File: config.mk
export PLATFORM = sky130hd
export DESIGN_NAME = length_prefixed_to_start_code_framer_flat
export DESIGN_NICKNAME = d
export VERILOG_FILES = /design/src/hdl/lpsc_pkg.sv /design/src/hdl/lpsc_in_if.sv /design/src/hdl/lpsc_out_if.sv /design/src/hdl/length_prefixed_to_start_code_framer.sv /design/src/hdl/lpsc_frame.sv /design/src/flat_wrapper.sv
export SDC_FILE = /design/constraint.sdc
export NUM_CORES = 1
export LEC_CHECK = 0
export BUFFER_PORTS_ARGS = -buffer_cell sky130_fd_sc_hd__buf_2
export CAP_MARGIN = 40
export CORE_MARGIN = 2
export CORE_UTILIZATION = 30
export CTS_BUF_LIST = sky130_fd_sc_hd__clkbuf_8
export DETAILED_ROUTE_END_ITERATION = 10
export PLACE_DENSITY = 0.44
export SLEW_MARGIN = 25
export SYNTH_ARGS = -nofsm -noshare
export SYNTH_HDL_FRONTEND = slang
export SYNTH_SLANG_ARGS = --single-unit
File: constraint.sdc
create_clock -name clk -period 9 [get_ports clk]
set_input_delay 0.9 -clock clk [delete_from_list [all_inputs] [get_ports clk]]
set_output_delay 0.9 -clock clk [all_outputs]
set_load 0.05 [all_outputs]
File: src/hdl/lpsc_pkg.sv
`default_nettype none
package lpsc_pkg;

  // length prefix size in bytes
  localparam int unsigned PREFIX_BYTES = 4;

  // most result beats one input beat can cause
  localparam int unsigned MAX_OUT = 8;
  localparam int unsigned CNT_W   = 4;
  localparam int unsigned IDX_W   = 3;

  // configuration register indexes
  localparam logic [1:0] CFG_START_CODE_LEN  = 2'd0;
  localparam logic [1:0] CFG_DELIMITER_LEN   = 2'd1;
  localparam logic [1:0] CFG_DELIMITER_BYTES = 2'd2;

  // configuration reset values
  localparam logic [2:0]  START_CODE_LEN_RST  = 3'd4;
  localparam logic [2:0]  DELIMITER_LEN_RST   = 3'd2;
  localparam logic [31:0] DELIMITER_BYTES_RST = 32'h09F0_0000;

  // result burst built from one input beat
  typedef struct packed {
    logic [MAX_OUT-1:0][7:0] bytes;
    logic [CNT_W-1:0]        cnt;
    logic                    marker;
    logic                    unit_last;
  } lpsc_burst_t;

endpackage
`default_nettype wire

File: src/hdl/lpsc_in_if.sv
`default_nettype none
interface lpsc_in_if;
  logic       valid;
  logic       ready;
  logic [7:0] in_byte;
  logic       in_valid;
  logic       unit_last;

  modport source (output valid, in_byte, in_valid, unit_last, input ready);
  modport sink   (input valid, in_byte, in_valid, unit_last, output ready);
endinterface
`default_nettype wire

File: src/hdl/lpsc_out_if.sv
`default_nettype none
interface lpsc_out_if;
  logic       valid;
  logic       ready;
  logic [7:0] out_byte;
  logic       out_valid;
  logic       run_last;
  logic       unit_end;

  modport source (output valid, out_byte, out_valid, run_last, unit_end, input ready);
  modport sink   (input valid, out_byte, out_valid, run_last, unit_end, output ready);
endinterface
`default_nettype wire

File: src/hdl/length_prefixed_to_start_code_framer.sv
// channel | dir | payload                                   | handshake
// in_ch   | in  | in_byte[7:0], in_valid, unit_last         | valid/ready
// out_ch  | out | out_byte[7:0], out_valid, run_last, unit_end | valid/ready
// cfg     | in  | cfg_index[1:0], cfg_data[31:0]            | cfg_we
//
// an input beat is parsed in the cycle it is accepted into a burst register
// of up to eight result beats, sent one per cycle while out_ch is ready;
// payload and header bytes then sustain one input beat per cycle; a unit
// head or start code yields 3 to 8 result beats through the output serializer
// input is ready when the burst register is empty or its last beat leaves
// rst is synchronous and clears parse state, burst and configuration
`default_nettype none
module length_prefixed_to_start_code_framer
  import lpsc_pkg::*;
(
  input  wire logic        clk,
  input  wire logic        rst,
  lpsc_in_if.sink          in_ch,
  lpsc_out_if.source       out_ch,
  input  wire logic        cfg_we,
  input  wire logic [1:0]  cfg_index,
  input  wire logic [31:0] cfg_data
);

  lpsc_burst_t      gen;
  lpsc_burst_t      burst;
  logic             burst_valid;
  logic [IDX_W-1:0] idx;
  logic             accept;
  logic             beat_out;
  logic             run_last;
  logic             done;

  assign accept   = in_ch.valid && in_ch.ready;
  assign beat_out = out_ch.valid && out_ch.ready;
  assign run_last = ({1'b0, idx} == (burst.cnt - 1'b1));
  assign done     = beat_out && run_last;

  assign in_ch.ready = !burst_valid || done;

  lpsc_frame u_frame (
    .clk       (clk),
    .rst       (rst),
    .cfg_we    (cfg_we),
    .cfg_index (cfg_index),
    .cfg_data  (cfg_data),
    .accept    (accept),
    .in_byte   (in_ch.in_byte),
    .in_valid  (in_ch.in_valid),
    .unit_last (in_ch.unit_last),
    .burst     (gen)
  );

  // burst register and beat index
  always_ff @(posedge clk) begin
    if (rst) begin
      burst_valid <= 1'b0;
      idx         <= '0;
    end else if (accept && gen.cnt != '0) begin
      burst_valid <= 1'b1;
      idx         <= '0;
    end else if (done) begin
      burst_valid <= 1'b0;
      idx         <= '0;
    end else if (beat_out) begin
      idx <= idx + 1'b1;
    end
  end

  always_ff @(posedge clk) begin
    if (accept && gen.cnt != '0) begin
      burst <= gen;
    end
  end

  // result beat
  assign out_ch.valid     = burst_valid;
  assign out_ch.out_byte  = burst.bytes[idx];
  assign out_ch.out_valid = !burst.marker;
  assign out_ch.run_last  = run_last;
  assign out_ch.unit_end  = run_last && burst.unit_last;

endmodule
`default_nettype wire

File: src/hdl/lpsc_frame.sv
`default_nettype none
module lpsc_frame
  import lpsc_pkg::*;
(
  input  wire logic        clk,
  input  wire logic        rst,
  input  wire logic        cfg_we,
  input  wire logic [1:0]  cfg_index,
  input  wire logic [31:0] cfg_data,
  input  wire logic        accept,
  input  wire logic [7:0]  in_byte,
  input  wire logic        in_valid,
  input  wire logic        unit_last,
  output lpsc_burst_t      burst
);

  logic [2:0]  start_code_len;
  logic [2:0]  delimiter_len;
  logic [31:0] delimiter_bytes;

  logic        unit_started, unit_started_next;
  logic [1:0]  header_count, header_count_next;
  logic [23:0] length_accum, length_accum_next;
  logic [31:0] payload_left, payload_left_next;

  // configuration registers
  always_ff @(posedge clk) begin
    if (rst) begin
      start_code_len  <= START_CODE_LEN_RST;
      delimiter_len   <= DELIMITER_LEN_RST;
      delimiter_bytes <= DELIMITER_BYTES_RST;
    end else if (cfg_we) begin
      unique case (cfg_index)
        CFG_START_CODE_LEN:  start_code_len  <= cfg_data[2:0];
        CFG_DELIMITER_LEN:   delimiter_len   <= cfg_data[2:0];
        CFG_DELIMITER_BYTES: delimiter_bytes <= cfg_data;
        default: ;
      endcase
    end
  end

  // build the burst and the next parse state for this beat
  always_comb begin
    logic [CNT_W-1:0] p;
    logic [CNT_W-1:0] sc_len;
    logic [2:0]       n_delim;
    logic             active;
    logic             hdr_done;

    p        = '0;
    sc_len   = (start_code_len >= 3'd4) ? CNT_W'(4) : CNT_W'(3);
    n_delim  = (delimiter_len > 3'd4) ? 3'd4 : delimiter_len;
    active   = in_valid || unit_last;
    hdr_done = ({1'b0, header_count} + 3'd1) >= 3'(PREFIX_BYTES);

    burst           = '0;
    unit_started_next = unit_started;
    header_count_next = header_count;
    length_accum_next = length_accum;
    payload_left_next = payload_left;

    if (active) begin
      // start code and delimiter at the head of an access unit
      if (!unit_started) begin
        p = sc_len;
        burst.bytes[IDX_W'(p - 1'b1)] = 8'h01;
        for (int k = 0; k < 4; k++) begin
          if (3'(k) < n_delim && p < CNT_W'(MAX_OUT)) begin
            burst.bytes[p[IDX_W-1:0]] = delimiter_bytes[31 - 8*k -: 8];
            p = p + 1'b1;
          end
        end
        unit_started_next = 1'b1;
      end

      if (in_valid) begin
        if (payload_left != '0) begin
          // payload byte passes through
          if (p < CNT_W'(MAX_OUT)) begin
            burst.bytes[p[IDX_W-1:0]] = in_byte;
            p = p + 1'b1;
          end
          payload_left_next = payload_left - 32'd1;
        end else if (hdr_done) begin
          // prefix complete: start code for the new unit, cut at the eighth beat
          payload_left_next = {length_accum, in_byte};
          length_accum_next = '0;
          header_count_next = '0;
          if (p + sc_len > CNT_W'(MAX_OUT)) begin
            p = CNT_W'(MAX_OUT);
          end else begin
            p = p + sc_len;
            burst.bytes[IDX_W'(p - 1'b1)] = 8'h01;
          end
        end else begin
          length_accum_next = {length_accum[15:0], in_byte};
          header_count_next = header_count + 2'd1;
        end
      end

      if (unit_last) begin
        // bare end marker when nothing else came out
        if (p == '0) begin
          p = CNT_W'(1);
          burst.marker = 1'b1;
        end
        unit_started_next = 1'b0;
        header_count_next = '0;
        length_accum_next = '0;
        payload_left_next = '0;
      end
    end

    burst.cnt       = p;
    burst.unit_last = unit_last;
  end

  // parse state
  always_ff @(posedge clk) begin
    if (rst) begin
      unit_started <= 1'b0;
      header_count <= '0;
      length_accum <= '0;
      payload_left <= '0;
    end else if (accept) begin
      unit_started <= unit_started_next;
      header_count <= header_count_next;
      length_accum <= length_accum_next;
      payload_left <= payload_left_next;
    end
  end

endmodule
`default_nettype wire

File: src/flat_wrapper.sv
// flat-port wrapper written by rule: the top's interface ports become plain ports
module length_prefixed_to_start_code_framer_flat import lpsc_pkg::*;
  (clk, rst, cfg_we, cfg_index, cfg_data, in_ch_valid, in_ch_in_byte, in_ch_in_valid, in_ch_unit_last, in_ch_ready, out_ch_valid, out_ch_out_byte, out_ch_out_valid, out_ch_run_last, out_ch_unit_end, out_ch_ready);
  lpsc_in_if in_ch_i ();
  lpsc_out_if out_ch_i ();
  input  wire logic clk;
  input  wire logic rst;
  input  wire logic cfg_we;
  input  wire logic [1:0] cfg_index;
  input  wire logic [31:0] cfg_data;
  input wire logic [$bits(in_ch_i.valid)-1:0] in_ch_valid;
  input wire logic [$bits(in_ch_i.in_byte)-1:0] in_ch_in_byte;
  input wire logic [$bits(in_ch_i.in_valid)-1:0] in_ch_in_valid;
  input wire logic [$bits(in_ch_i.unit_last)-1:0] in_ch_unit_last;
  output wire logic [$bits(in_ch_i.ready)-1:0] in_ch_ready;
  output wire logic [$bits(out_ch_i.valid)-1:0] out_ch_valid;
  output wire logic [$bits(out_ch_i.out_byte)-1:0] out_ch_out_byte;
  output wire logic [$bits(out_ch_i.out_valid)-1:0] out_ch_out_valid;
  output wire logic [$bits(out_ch_i.run_last)-1:0] out_ch_run_last;
  output wire logic [$bits(out_ch_i.unit_end)-1:0] out_ch_unit_end;
  input wire logic [$bits(out_ch_i.ready)-1:0] out_ch_ready;
  assign in_ch_i.valid = in_ch_valid;
  assign in_ch_i.in_byte = in_ch_in_byte;
  assign in_ch_i.in_valid = in_ch_in_valid;
  assign in_ch_i.unit_last = in_ch_unit_last;
  assign in_ch_ready = in_ch_i.ready;
  assign out_ch_valid = out_ch_i.valid;
  assign out_ch_out_byte = out_ch_i.out_byte;
  assign out_ch_out_valid = out_ch_i.out_valid;
  assign out_ch_run_last = out_ch_i.run_last;
  assign out_ch_unit_end = out_ch_i.unit_end;
  assign out_ch_i.ready = out_ch_ready;
  length_prefixed_to_start_code_framer u_core (.clk(clk), .rst(rst), .in_ch(in_ch_i), .out_ch(out_ch_i), .cfg_we(cfg_we), .cfg_index(cfg_index), .cfg_data(cfg_data));
endmodule
==> results of run 1 <==
## metal layers
metal	routed length [um]	vias up
met3	1569	14
li1	-	4716
met1	18380	4615
met4	405	0
met2	14900	253
met5	0	-
## path summary, 6_finish.rpt
check	to	slack [ns]	cells after the start
worst max-delay path	u_core.burst[15]	2.49	19
worst min-delay path	u_core.u_frame.length_accum[18]	0.46	2
worst max register to register	u_core.burst[15]	2.49	19
worst min register to register	u_core.u_frame.length_accum[18]	0.46	2
## where the power goes
group,total [mW],internal [mW],switching (mW)
sequential,1.10,0.988,0.109
clock,0.536,0.202,0.334
combinational,3.19,1.07,2.12
## tightest hold or removal path, stage by stage (launching register included)
cell,delay (ns)
dfxtp_1,0.32
nand2_1,0.05
a21oi_1,0.05
## cell type report
type / count / area share
Multi-Input combinational cell: 963 / 0.5059
Inverter: 34 / 0.01109
Tap cell: 455 / 0.04949
Sequential cell: 169 / 0.3550
Clock inverter: 15 / 0.01196
Timing Repair Buffer: 85 / 0.04623
Clock buffer: 17 / 0.02034
## kinds of logic (layout without fill, tap and decap cells)
group | Yosys count | after routing | synth area share
mux | 39 | 39 | 0.05832
compound gates | 376 | 376 | 0.2262
xor+xnor | 20 | 20 | 0.01676
buf+inv | 141 | 151 | 0.05388
flops | 169 | 169 | 0.3909
simple gates | 512 | 512 | 0.2334
fa+ha+maj | 16 | 16 | 0.02060
## placed cells by master, fill, tap and decap left out, types with 6 or more instances in the layout
cell	instances
nand2_1	190
a21oi_1	135
dfxtp_1	99
nor2_1	97
nand3_1	76
edfxtp_1	70
o21ai_0	67
buf_2	62
nor3_1	39
o22ai_1	35
inv_1	34
a22oi_1	26
buf_4	18
a221oi_1	17
clkbuf_8	17
or3_1	16
o211ai_1	16
mux4_2	16
nor4_1	15
mux2_2	15
ha_1	14
nor3b_1	13
and3_1	12
xor2_1	10
xnor2_1	10
and2_1	10
a211oi_1	10
a31oi_1	10
mux2i_1	8
nand4_1	7
o41ai_1	6
nand2b_1	6
## registers in the layout, summed over array words and instances, names as in the netlist
register and flops:
u_core.burst 70, u_core.idx 3, u_core.out_ch.valid 1, u_core.u_frame.delimiter_bytes 32, u_core.u_frame.delimiter_len 3, u_core.u_frame.header_count 2
u_core.u_frame.length_accum 24, u_core.u_frame.payload_left 32, u_core.u_frame.start_code_len 1, u_core.u_frame.unit_started 1
==> summary.md, run 1 <==
| Metric | Value |
|---|---|
| Status | completed |
| R2R Path Start | u_core.u_frame.delimiter_len[2] |
| Nets@finish | 1335 |
| Top post-synthesis cells by area | edfxtp_1 20%, dfxtp_1 19%, nand2_1 6.8% |
| Post-synthesis average cell area | 8.208 sq um |
| Max-Cap Viols | 0 |
| Gate count after technology mapping | 1273 |
| I/O pin total | 62 |
| Largest net degree at the start of global routing | 71 |
| Total power | 4.820 mW |
| Vias in the first global route | 8888 |
| Worst path required time | 9.20 ns |
| Clock period minus worst slack | 6.514 ns |
| Sequential share of the synthesized area | 0.3909 |
| Finished Layout Cells | 1738 |
| Remaining Overflow, GRT | 0 |
| Worst slack, placed | 2.573 ns |
| Cell family with most CP delay | simple AND/OR/NAND/NOR gates |
| Achievable frequency | 153.5 MHz |
| Multi-input logic area | 5819 sq um |
| CP Capture Type | register |
| Register area | 4084 sq um |
| Worst Min Path Start | u_core.u_frame.length_accum[18] |
| Gr usage total | 0.1981 |
| Setup Crit Path Kind | register to register |
| Total wire length | 35.25 mm |
| Count leader, synth | nand2_1 |
| Post-synth EDFFs | 70 |
| Clock Latency Late Sink | 0.48 ns |
| Gpl congestion | 0.8828 |
| Ys Warns | 0 |
| Skew final | 0.02177 ns |
| Buf+Inv Stages, Crit Path | 3 |
| Post-CTS Resized | 0 |
| Area Growth Syn to Fin | 10.09% |
| VDD IR max | 353.6 uV |
| Met1 GRT Util | 0.3118 |
| Initial DRC Count | 817 |
| Min-Delay Path Class | register to register |
| Filler cells | 3635 |
| DR vias | 9598 |
| Fin Setup TNS | 0 ns |
| Netlist cell types | 72 |
| Worst setup margin | 2.486 ns |
| CTS tree | yes |
| DIE HEIGHT | 190.6 um |
| Post-CTS Setup Repair Bufs | 0 |
| Synth top cells by count | 190 x nand2_1, 135 x a21oi_1, 99 x dfxtp_1 |
| Worst slew pin tran | 0.8040 ns |
| Placed inst area | 11090 sq um |
| M3 GR Usage | 0.02521 |
| Hold buffers post-CTS | 0 |
| Share of post-route cells with drive strength above 1 | 0.1309 |
| Area leader, netlist | edfxtp_1 |
| # rows | 68 |
| Syn_nets | 1338 |
| GR met2 Demand/Resource | 0.2831 |
| Final slew viol count | 0 |
| Hold slack | 0.4640 ns |
| LEAKAGE | 4.024 nW |
| Final period util | 0.7238 |
| Crit Path Max Fanout | 56 |
| Design area | 11500 sq um |
| Inst Count DP | 1702 |
| Routed WL per cell | 20.28 um |
| Port Buffers | 61 |
| Post-Syn Area | 10450 sq um |
| Fin. Hold Viols | 0 |
| Crit path top cell by count | ha_1 |
| CORE AREA | 34460 sq um |
| CP max-delay cell | nor3b_1 |
| First-pass GRT wire length | 55.31 mm |
| RSZ-0062 raised after global routing | false |
| Global route hottest layer | met1 |
| Worst Setup SP | u_core.u_frame.delimiter_len[2] |
| Critical Path Start Type | register |
| HPWL after DPL | 26.00 mm |
| Initial antenna violation count | 0 |
| Crit path arrival time | 6.71 ns |
| Slew headroom | 0.4620 |
| Drt drc | 0 |
| Initial core utilization | 0.3032 |
| DIE AREA | 36340 sq um |
| Via density | 5.522 |
| FFs w/ async S/R, synth | 0 |
| Flops & latches, synth | 169 |
| Final ANT Viol Nets | 0 |
| Clock slew at reported path FFs | 0.10 ns |
| Root Buffer | clkbuf_8 |
| Clk buf depth | 2 |
| Total clock sinks | 169 |
| Worst path cell trace | or2_2 > nor2_1 > ha_1 > inv_1 > ha_1 > nor3b_1 > o21ai_0 > a21oi_2 > ha_1 > a211oi_1 > or3_1 > nand3_1 > a31o_2 > o221ai_1 > nand3_1 > or3_1 > and3_2 > buf_4 > buf_16 |
| DR pass1 iterations | 7 |
| Antenna diodes | 0 |
| H-tree depth | 4 |
| Chip Width | 190.6 um |
| Post-layout util | 0.3338 |
| Predominant post-synthesis flop cell | dfxtp_1 |
| Slowest stage delay, CP | 0.65 ns |
| Inserted Clock Buffers | 17 |
| Final setup vio count | 0 |
| Pwr Density | 419.0 nW/um^2 |
| Post-synth top area share | 0.2012 |
Power figures use the tool's default switching activity.
==> run 2, diff against run 1 <==
--- a/config.mk
+++ b/config.mk
@@ -11,7 +11,7 @@
 export CORE_UTILIZATION = 30
 export CTS_BUF_LIST = sky130_fd_sc_hd__clkbuf_8
 export DETAILED_ROUTE_END_ITERATION = 10
-export PLACE_DENSITY = 0.44
+export PLACE_DENSITY = 0.46
 export SLEW_MARGIN = 25
 export SYNTH_ARGS = -nofsm -noshare
 export SYNTH_HDL_FRONTEND = slang
==> constraint.sdc (replaced) <==
create_clock -name clk -period 5.8 [get_ports clk]
set_input_delay 0.58 -clock clk [delete_from_list [all_inputs] [get_ports clk]]
set_output_delay 0.58 -clock clk [all_outputs]
set_load 0.05 [all_outputs]
==> summary.md, run 2 (synthesis results as in run 1) <==
| Metric | Value |
|---|---|
| Setup Crit Path Kind | register to register |
| Clock group share of total power | 0.115 (+0.004) |
| Final period util | 0.9338 (+0.2100) |
| Initial core utilization | 0.3032 (unchanged) |
| Crit Path Max Fanout | 48 (-14%) |
| Worst path cell trace | or2_2 > nor2_4 > ha_1 > inv_1 > ha_2 > xnor2_1 > and2_1 > or3_1 > a21oi_2 > ha_1 > a211oi_1 > or3_1 > nand3_1 > a31o_2 > o221ai_1 > nand3_1 > or3_1 > and3_4 > buf_16 |
| Fin. Hold Viols | 0 (unchanged) |
| Sw frac | 0.5267 (-0.004984) |
| Finished Layout Cells | 1751 (+0.75%) |
| Gr usage total | 0.2003 (+0.002169) |
| DR vias | 9690 (+0.96%) |
| Skew final | 0.02067 ns (-0.001095 ns) |
| Drt drc | 0 (unchanged) |
| Critical Path Start Type | register |
| Clock period minus worst slack | 5.416 ns (-1.098 ns) |
| Port Buffers | 61 (unchanged) |
| Clock slew at reported path FFs | 0.10 ns (about the same) |
| Initial DRC Count | 944 (+16%) |
| Max-Cap Viols | 0 (unchanged) |
| # rows | 68 (unchanged) |
| RSZ-0062 raised after global routing | false |
| Hold slack | 0.2929 ns (-0.1711 ns) |
| Multi-input logic area | 5846 sq um (+0.45%) |
| First-pass GRT wire length | 55.83 mm (+0.95%) |
| Largest net degree at the start of global routing | 50 (-30%) |
| Number of cells on the critical path | 19 (unchanged) |
| CORE AREA | 34460 sq um (unchanged) |
| DR pass1 iterations | 8 (+1) |
| Regs by FF count | u_core.burst (70), u_core.u_frame.delimiter_bytes (32), u_core.u_frame.payload_left (32) |
| Hold depth | 3 (+1) |
| Worst slew pin tran | 0.7570 ns (-0.04695 ns) |
| Total clock sinks | 169 (unchanged) |
| Pwr Density | 652.0 nW/um^2 (+56%) |
| Commonest non-fill, non-tap cell in the layout | nand2_1 |
| Total wire length | 35.82 mm (+1.6%) |
| Total power | 7.591 mW (+57%) |
| Fin Setup TNS | 0 ns (unchanged) |
| Initial antenna violation count | 0 (unchanged) |
| Clock Latency Late Sink | 0.50 ns (+0.02 ns) |
| Hold buffers post-CTS | 0 (unchanged) |
| Gpl congestion | 0.8937 (+1.2%) |
| Combinational share of power | 0.660 (about the same) |
| Remaining Overflow, GRT | 0 (unchanged) |
| Filler cells | 3638 (+0.083%) |
| Sw power | 3.998 mW (+56%) |
| DIE HEIGHT | 190.6 um (unchanged) |
| Crit path arrival time | 5.65 ns (-1.06 ns) |
| Root Buffer | clkbuf_8 |
| Routed WL per cell | 20.45 um (+0.84%) |
| Slew headroom | 0.4953 (+0.03328) |
| Final ANT Viol Nets | 0 (unchanged) |
| VDD IR max | 573.4 uV (+62%) |
| Final setup vio count | 0 (unchanged) |
| CTS tree | yes |
| Chip Width | 190.6 um (unchanged) |
| Commonest non-fill, non-tap cells in the layout | 190 x nand2_1, 135 x a21oi_1, 99 x dfxtp_1 |
| H-tree depth | 4 (unchanged) |
| CP Capture Type | register |
| Vias in the first global route | 9090 (+2.3%) |
| P_int | 3.593 mW (+59%) |
| Status | completed |
| Cell family with most CP delay | simple AND/OR/NAND/NOR gates |
| R2R cell count | 19 (unchanged) |
| Max reg flops | 70 (unchanged) |
| Min-Delay Path Class | primary input to register |
| Inst Count DP | 1717 (+0.88%) |
| Buf+Inv Stages, Crit Path | 2 (-1) |
| Crit path top cell by count | or3_1 |
| Worst path required time | 6.03 ns (-3.17 ns) |
| HPWL after DPL | 26.16 mm (+0.61%) |
| CP max-delay cell | or3_1 |
| Top reg by flops | u_core.burst |
| Inserted Clock Buffers | 17 (unchanged) |
| Slowest stage delay, CP | 0.45 ns (-0.20 ns) |
| DIE AREA | 36340 sq um (unchanged) |
| Achievable frequency | 184.6 MHz (+20%) |
| LEAKAGE | 4.105 nW (+2.0%) |
| Antenna diodes | 0 (unchanged) |
| I/O pin total | 62 (unchanged) |
| Final slew viol count | 0 (unchanged) |
| Share of post-route cells with drive strength above 1 | 0.1412 (+0.01026) |
| Nets@finish | 1348 (+0.97%) |
| Clk buf depth | 2 (unchanged) |
| Area Growth Syn to Fin | 11.44% |
| Register area | 4084 sq um (unchanged) |
| Via density | 5.534 (+0.21%) |
| Sequential Power Share | 0.224 (-0.004) |
run 2: final cells by class:
cell class	count	area share
Clock buffer	17	0.02009
Clock inverter	15	0.01322
Inverter	34	0.01096
Multi-Input combinational cell	963	0.5020
Sequential cell	169	0.3507
Tap cell	455	0.04889
Timing Repair Buffer	98	0.05405
run 2: stage by stage:
stage / util / cell area, sq um / setup WS, ns
after global routing: 0.3379 / 11640 / 0.05546
final: 0.3379 / 11640 / 0.3839
after CTS: 0.3368 / 11600 / 0.07664
after detailed placement: 0.3255 / 11210 / -0.02299
after floorplan: - / 10450 / 0.2875
after global placement: 0.3225 / 11110 / 0.1937
run 2: worst register-to-register path: cells and delay by family (launching register included):
kind / cells / cell delay [ns]
AOI/OAI and AO/OA: 4 / 1.19
and+or+nand+nor: 9 / 2.33
xor gates and xnor gates: 1 / 0.16
DFF: 1 / 0.32
buffers and inverters: 2 / 0.34
adders and majority gates: 3 / 0.80
run 2: per-layer routing:
layer / global-route usage / wire, um
met4: 0.05128 / 573
met3: 0.03202 / 2322
met2: 0.2912 / 15130
met1: 0.3050 / 17790
met5: 0 / 0
run 2: final timing paths:
path	startpoint	to	slack (ns)
max	u_core.u_frame.delimiter_len[2]	u_core.burst[66]	0.38
min	cfg_data[20]	u_core.u_frame.delimiter_bytes[20]	0.29
max reg2reg	u_core.u_frame.delimiter_len[2]	u_core.burst[66]	0.38
min reg2reg	u_core.u_frame.length_accum[21]	u_core.u_frame.length_accum[21]	0.46
run 2: power groups by stage:
stage | Combinational, mW | Clock, mW | Sequential [mW]
final | 5.01 | 0.877 | 1.70
after global routing | 5.60 | 0.946 | 1.74
after CTS | 5.00 | 0.898 | 1.70
after detailed placement | 4.98 | 0 | 1.73
after global placement | 4.95 | 0 | 1.73
after floorplan | 3.82 | 0 | 1.66
run 2: what timing repair did:
| action | 4_1_cts | 5_1_grt |
|---|---|---|
| setup buffers | 0 | 0 |
| gates resized for setup | 1 | 5 |
| endpoints found under the setup margin | 48 | 70 |
==> run 3, diff against run 2 <==
--- a/config.mk
+++ b/config.mk
@@ -11,7 +11,8 @@
 export CORE_UTILIZATION = 30
 export CTS_BUF_LIST = sky130_fd_sc_hd__clkbuf_8
 export DETAILED_ROUTE_END_ITERATION = 10
-export PLACE_DENSITY = 0.46
+export PLACE_DENSITY_LB_ADDON = 0.12
+export SETUP_SLACK_MARGIN = 0.02
 export SLEW_MARGIN = 25
 export SYNTH_ARGS = -nofsm -noshare
 export SYNTH_HDL_FRONTEND = slang
==> constraint.sdc (replaced) <==
create_clock -name clk -period 6.8 [get_ports clk]
set_input_delay 0.68 -clock clk [delete_from_list [all_inputs] [get_ports clk]]
set_output_delay 0.68 -clock clk [all_outputs]
set_load 0.05 [all_outputs]
==> summary.md, run 3 (synthesis results as in run 1) <==
| Metric | Value |
|---|---|
| Crit Path Max Fanout | 61 (+27%) |
| RSZ-0062 raised after global routing | false |
| Final period util | 0.9157 (-0.01808) |
| Inst Count DP | 1706 (-0.64%) |
| Regs by FF count | u_core.burst (70), u_core.u_frame.delimiter_bytes (32), u_core.u_frame.payload_left (32) |
| Root Buffer | clkbuf_8 |
| Routed WL per cell | 20.37 um (-0.41%) |
| Final slew viol count | 0 (unchanged) |
| CORE AREA | 34460 sq um (unchanged) |
| R2R Path Start | u_core.u_frame.delimiter_len[1] |
| Clk buf depth | 2 (unchanged) |
| Crit path arrival time | 6.44 ns (+0.79 ns) |
| Pwr Density | 531.6 nW/um^2 (-18%) |
| Commonest non-fill, non-tap cell in the layout | nand2_1 |
| First-pass GRT wire length | 55.43 mm (-0.73%) |
| Worst slack, placed | 0.4924 ns (+0.5154 ns) |
| R2R cell count | 22 (+3) |
| DR pass1 iterations | 5 (-3) |
| DIE HEIGHT | 190.6 um (unchanged) |
| Worst slew pin tran | 0.8299 ns (+0.07285 ns) |
| Share of post-route cells with drive strength above 1 | 0.1345 (-0.006678) |
| Skew final | 0.02208 ns (+0.001406 ns) |
| Antenna diodes | 0 (unchanged) |
| Critical Path Start Type | register |
| Hold slack | 0.3910 ns (+0.09811 ns) |
| Status | completed |
| Setup Crit Path Kind | register to register |
| Worst path required time | 7.01 ns (+0.98 ns) |
| CP Capture Type | register |
| Worst setup margin | 0.5730 ns (+0.1892 ns) |
| Slew headroom | 0.4468 (-0.04857) |
| Min-Delay Path Class | primary input to register |
| Fin. Hold Viols | 0 (unchanged) |
| Fin Setup TNS | 0 ns (unchanged) |
| Drt drc | 0 (unchanged) |
| Worst Setup SP | u_core.u_frame.delimiter_len[1] |
| Max-Cap Viols | 0 (unchanged) |
| Achievable frequency | 160.6 MHz (-13%) |
| Total wire length | 35.47 mm (-0.98%) |
| Sw frac | 0.5257 (-0.001029) |
| # rows | 68 (unchanged) |
| Initial DRC Count | 816 (-14%) |
| Sequential Power Share | 0.233 (+0.009) |
| Final setup vio count | 0 (unchanged) |
| Via density | 5.536 (about the same) |
| CTS tree | yes |
| Worst reg2reg setup slack | 0.57 ns (+0.19 ns) |
| Gpl congestion | 0.8840 (-1.1%) |
| Final ANT Viol Nets | 0 (unchanged) |
| Vias in the first global route | 8954 (-1.5%) |
| Combinational share of power | 0.641 (-0.019) |
| Gr usage total | 0.1988 (-0.001538) |
| Finished Layout Cells | 1741 (-0.57%) |
| DR vias | 9639 (-0.53%) |
| Clock slew at reported path FFs | 0.11 ns (about the same) |
| Commonest non-fill, non-tap cells in the layout | 190 x nand2_1, 135 x a21oi_1, 99 x dfxtp_1 |
| Top reg by flops | u_core.burst |
| Chip Width | 190.6 um (unchanged) |
| R2R Path End | u_core.burst[39] |
| Port Buffers | 61 (unchanged) |
| Max reg flops | 70 (unchanged) |
| Clock period minus worst slack | 6.227 ns (+0.8108 ns) |
| I/O pin total | 62 (unchanged) |
| HPWL after DPL | 26.05 mm (-0.44%) |
| Nets@finish | 1338 (-0.74%) |
| Inserted Clock Buffers | 17 (unchanged) |
| P_int | 2.920 mW (-19%) |
| Remaining Overflow, GRT | 0 (unchanged) |
| VDD IR max | 502.2 uV (-12%) |
| Largest net degree at the start of global routing | 71 (+42%) |
| Initial core utilization | 0.3032 (unchanged) |
| Total clock sinks | 169 (unchanged) |
| Sw power | 3.236 mW (-19%) |
| Area Growth Syn to Fin | 10.81% |
| DIE AREA | 36340 sq um (unchanged) |
| H-tree depth | 4 (unchanged) |
| Worst setup path end | u_core.burst[39] |
| LEAKAGE | 4.075 nW (-0.74%) |
| Clock group share of total power | 0.127 (+0.012) |
| Initial antenna violation count | 0 (unchanged) |
| Clock Latency Late Sink | 0.49 ns (about the same) |
run 3: cell count changes in the layout (fill, tap and decap cells not counted), moves of 2 or more:
cell,previous run,this run
clkinv_8,0,2
nor3b_1,14,12
clkinvlp_4,2,0
buf_4,31,21
nor3b_2,0,2
run 3: critical path, cell delays in order (launching register included):
cell and delay [ns]:
dfxtp_1 0.39, or2_2 0.36, nor2_1 0.37, ha_1 0.28
inv_1 0.09, ha_1 0.37, nor4bb_1 0.43, a21oi_1 0.10
mux2i_1 0.39, inv_1 0.22, ha_1 0.27, fa_1 0.51
inv_1 0.05, ha_1 0.22, nand2_1 0.07, nand3_1 0.12
a31o_2 0.27, o221ai_1 0.28, nand3_1 0.17, or3_1 0.35
and3_2 0.21, buf_4 0.18, buf_16 0.23
run 3: stage by stage:
step	total power [mW]	utilization	cell area, sq um
6_report	6.155	0.3360	11580
5_1_grt	7.329	0.3360	11580
4_1_cts	6.435	0.3347	11530
3_5_place_dp	5.645	0.3225	11110
3_3_place_gp	5.638	0.3202	11030
2_1_floorplan	4.679	-	10450
run 3: cell type report:
| class | count | area, sq um |
|---|---|---|
| tap | 455 | 569.3 |
| clock inverter | 14 | 171.4 |
| multi-input combinational | 963 | 5824 |
| clock buffer | 18 | 247.7 |
| inverter | 34 | 127.6 |
| timing repair buffer | 88 | 554.3 |
| sequential | 169 | 4084 |
| fill | 3690 | 22880 |
run 3: how the worst min path moves through the flow:
stage	from	end	slack, ns	cells past startpoint
5_1_grt	cfg_data[15]	u_core.u_frame.delimiter_bytes[15]	0.38	3
2_1_floorplan	u_core.u_frame.length_accum[17]	u_core.u_frame.length_accum[17]	0.43	2
3_3_place_gp	u_core.u_frame.header_count[1]	u_core.u_frame.header_count[1]	0.44	2
6_report	cfg_data[21]	u_core.u_frame.delimiter_bytes[21]	0.39	3
4_1_cts	cfg_data[21]	u_core.u_frame.delimiter_bytes[21]	0.36	3
3_5_place_dp	u_core.u_frame.length_accum[17]	u_core.u_frame.length_accum[17]	0.45	2
run 3: power by group through the flow:
stage	Sequential [mW]	Combinational, mW	Clock [mW]
5_1_grt	1.49	5.00	0.847
2_1_floorplan	1.43	3.25	0
3_3_place_gp	1.46	4.18	0
6_report	1.43	3.94	0.780
4_1_cts	1.44	4.19	0.803
3_5_place_dp	1.46	4.18	0
run 3: timing repair:
action                                  4_1_cts  5_1_grt
setup buffers                                 0        0
gates resized for setup                       0        1
hold buffers                                  0        0
endpoints found under the setup margin        0       61
run 3: layer usage:
metal / wire (um) / share of wire / global-route usage
met5: 0 / 0 / 0
met4: 569 / 0.016 / 0.05128
met3: 1883 / 0.053 / 0.02724
met2: 14890 / 0.42 / 0.2857
met1: 18120 / 0.51 / 0.3080
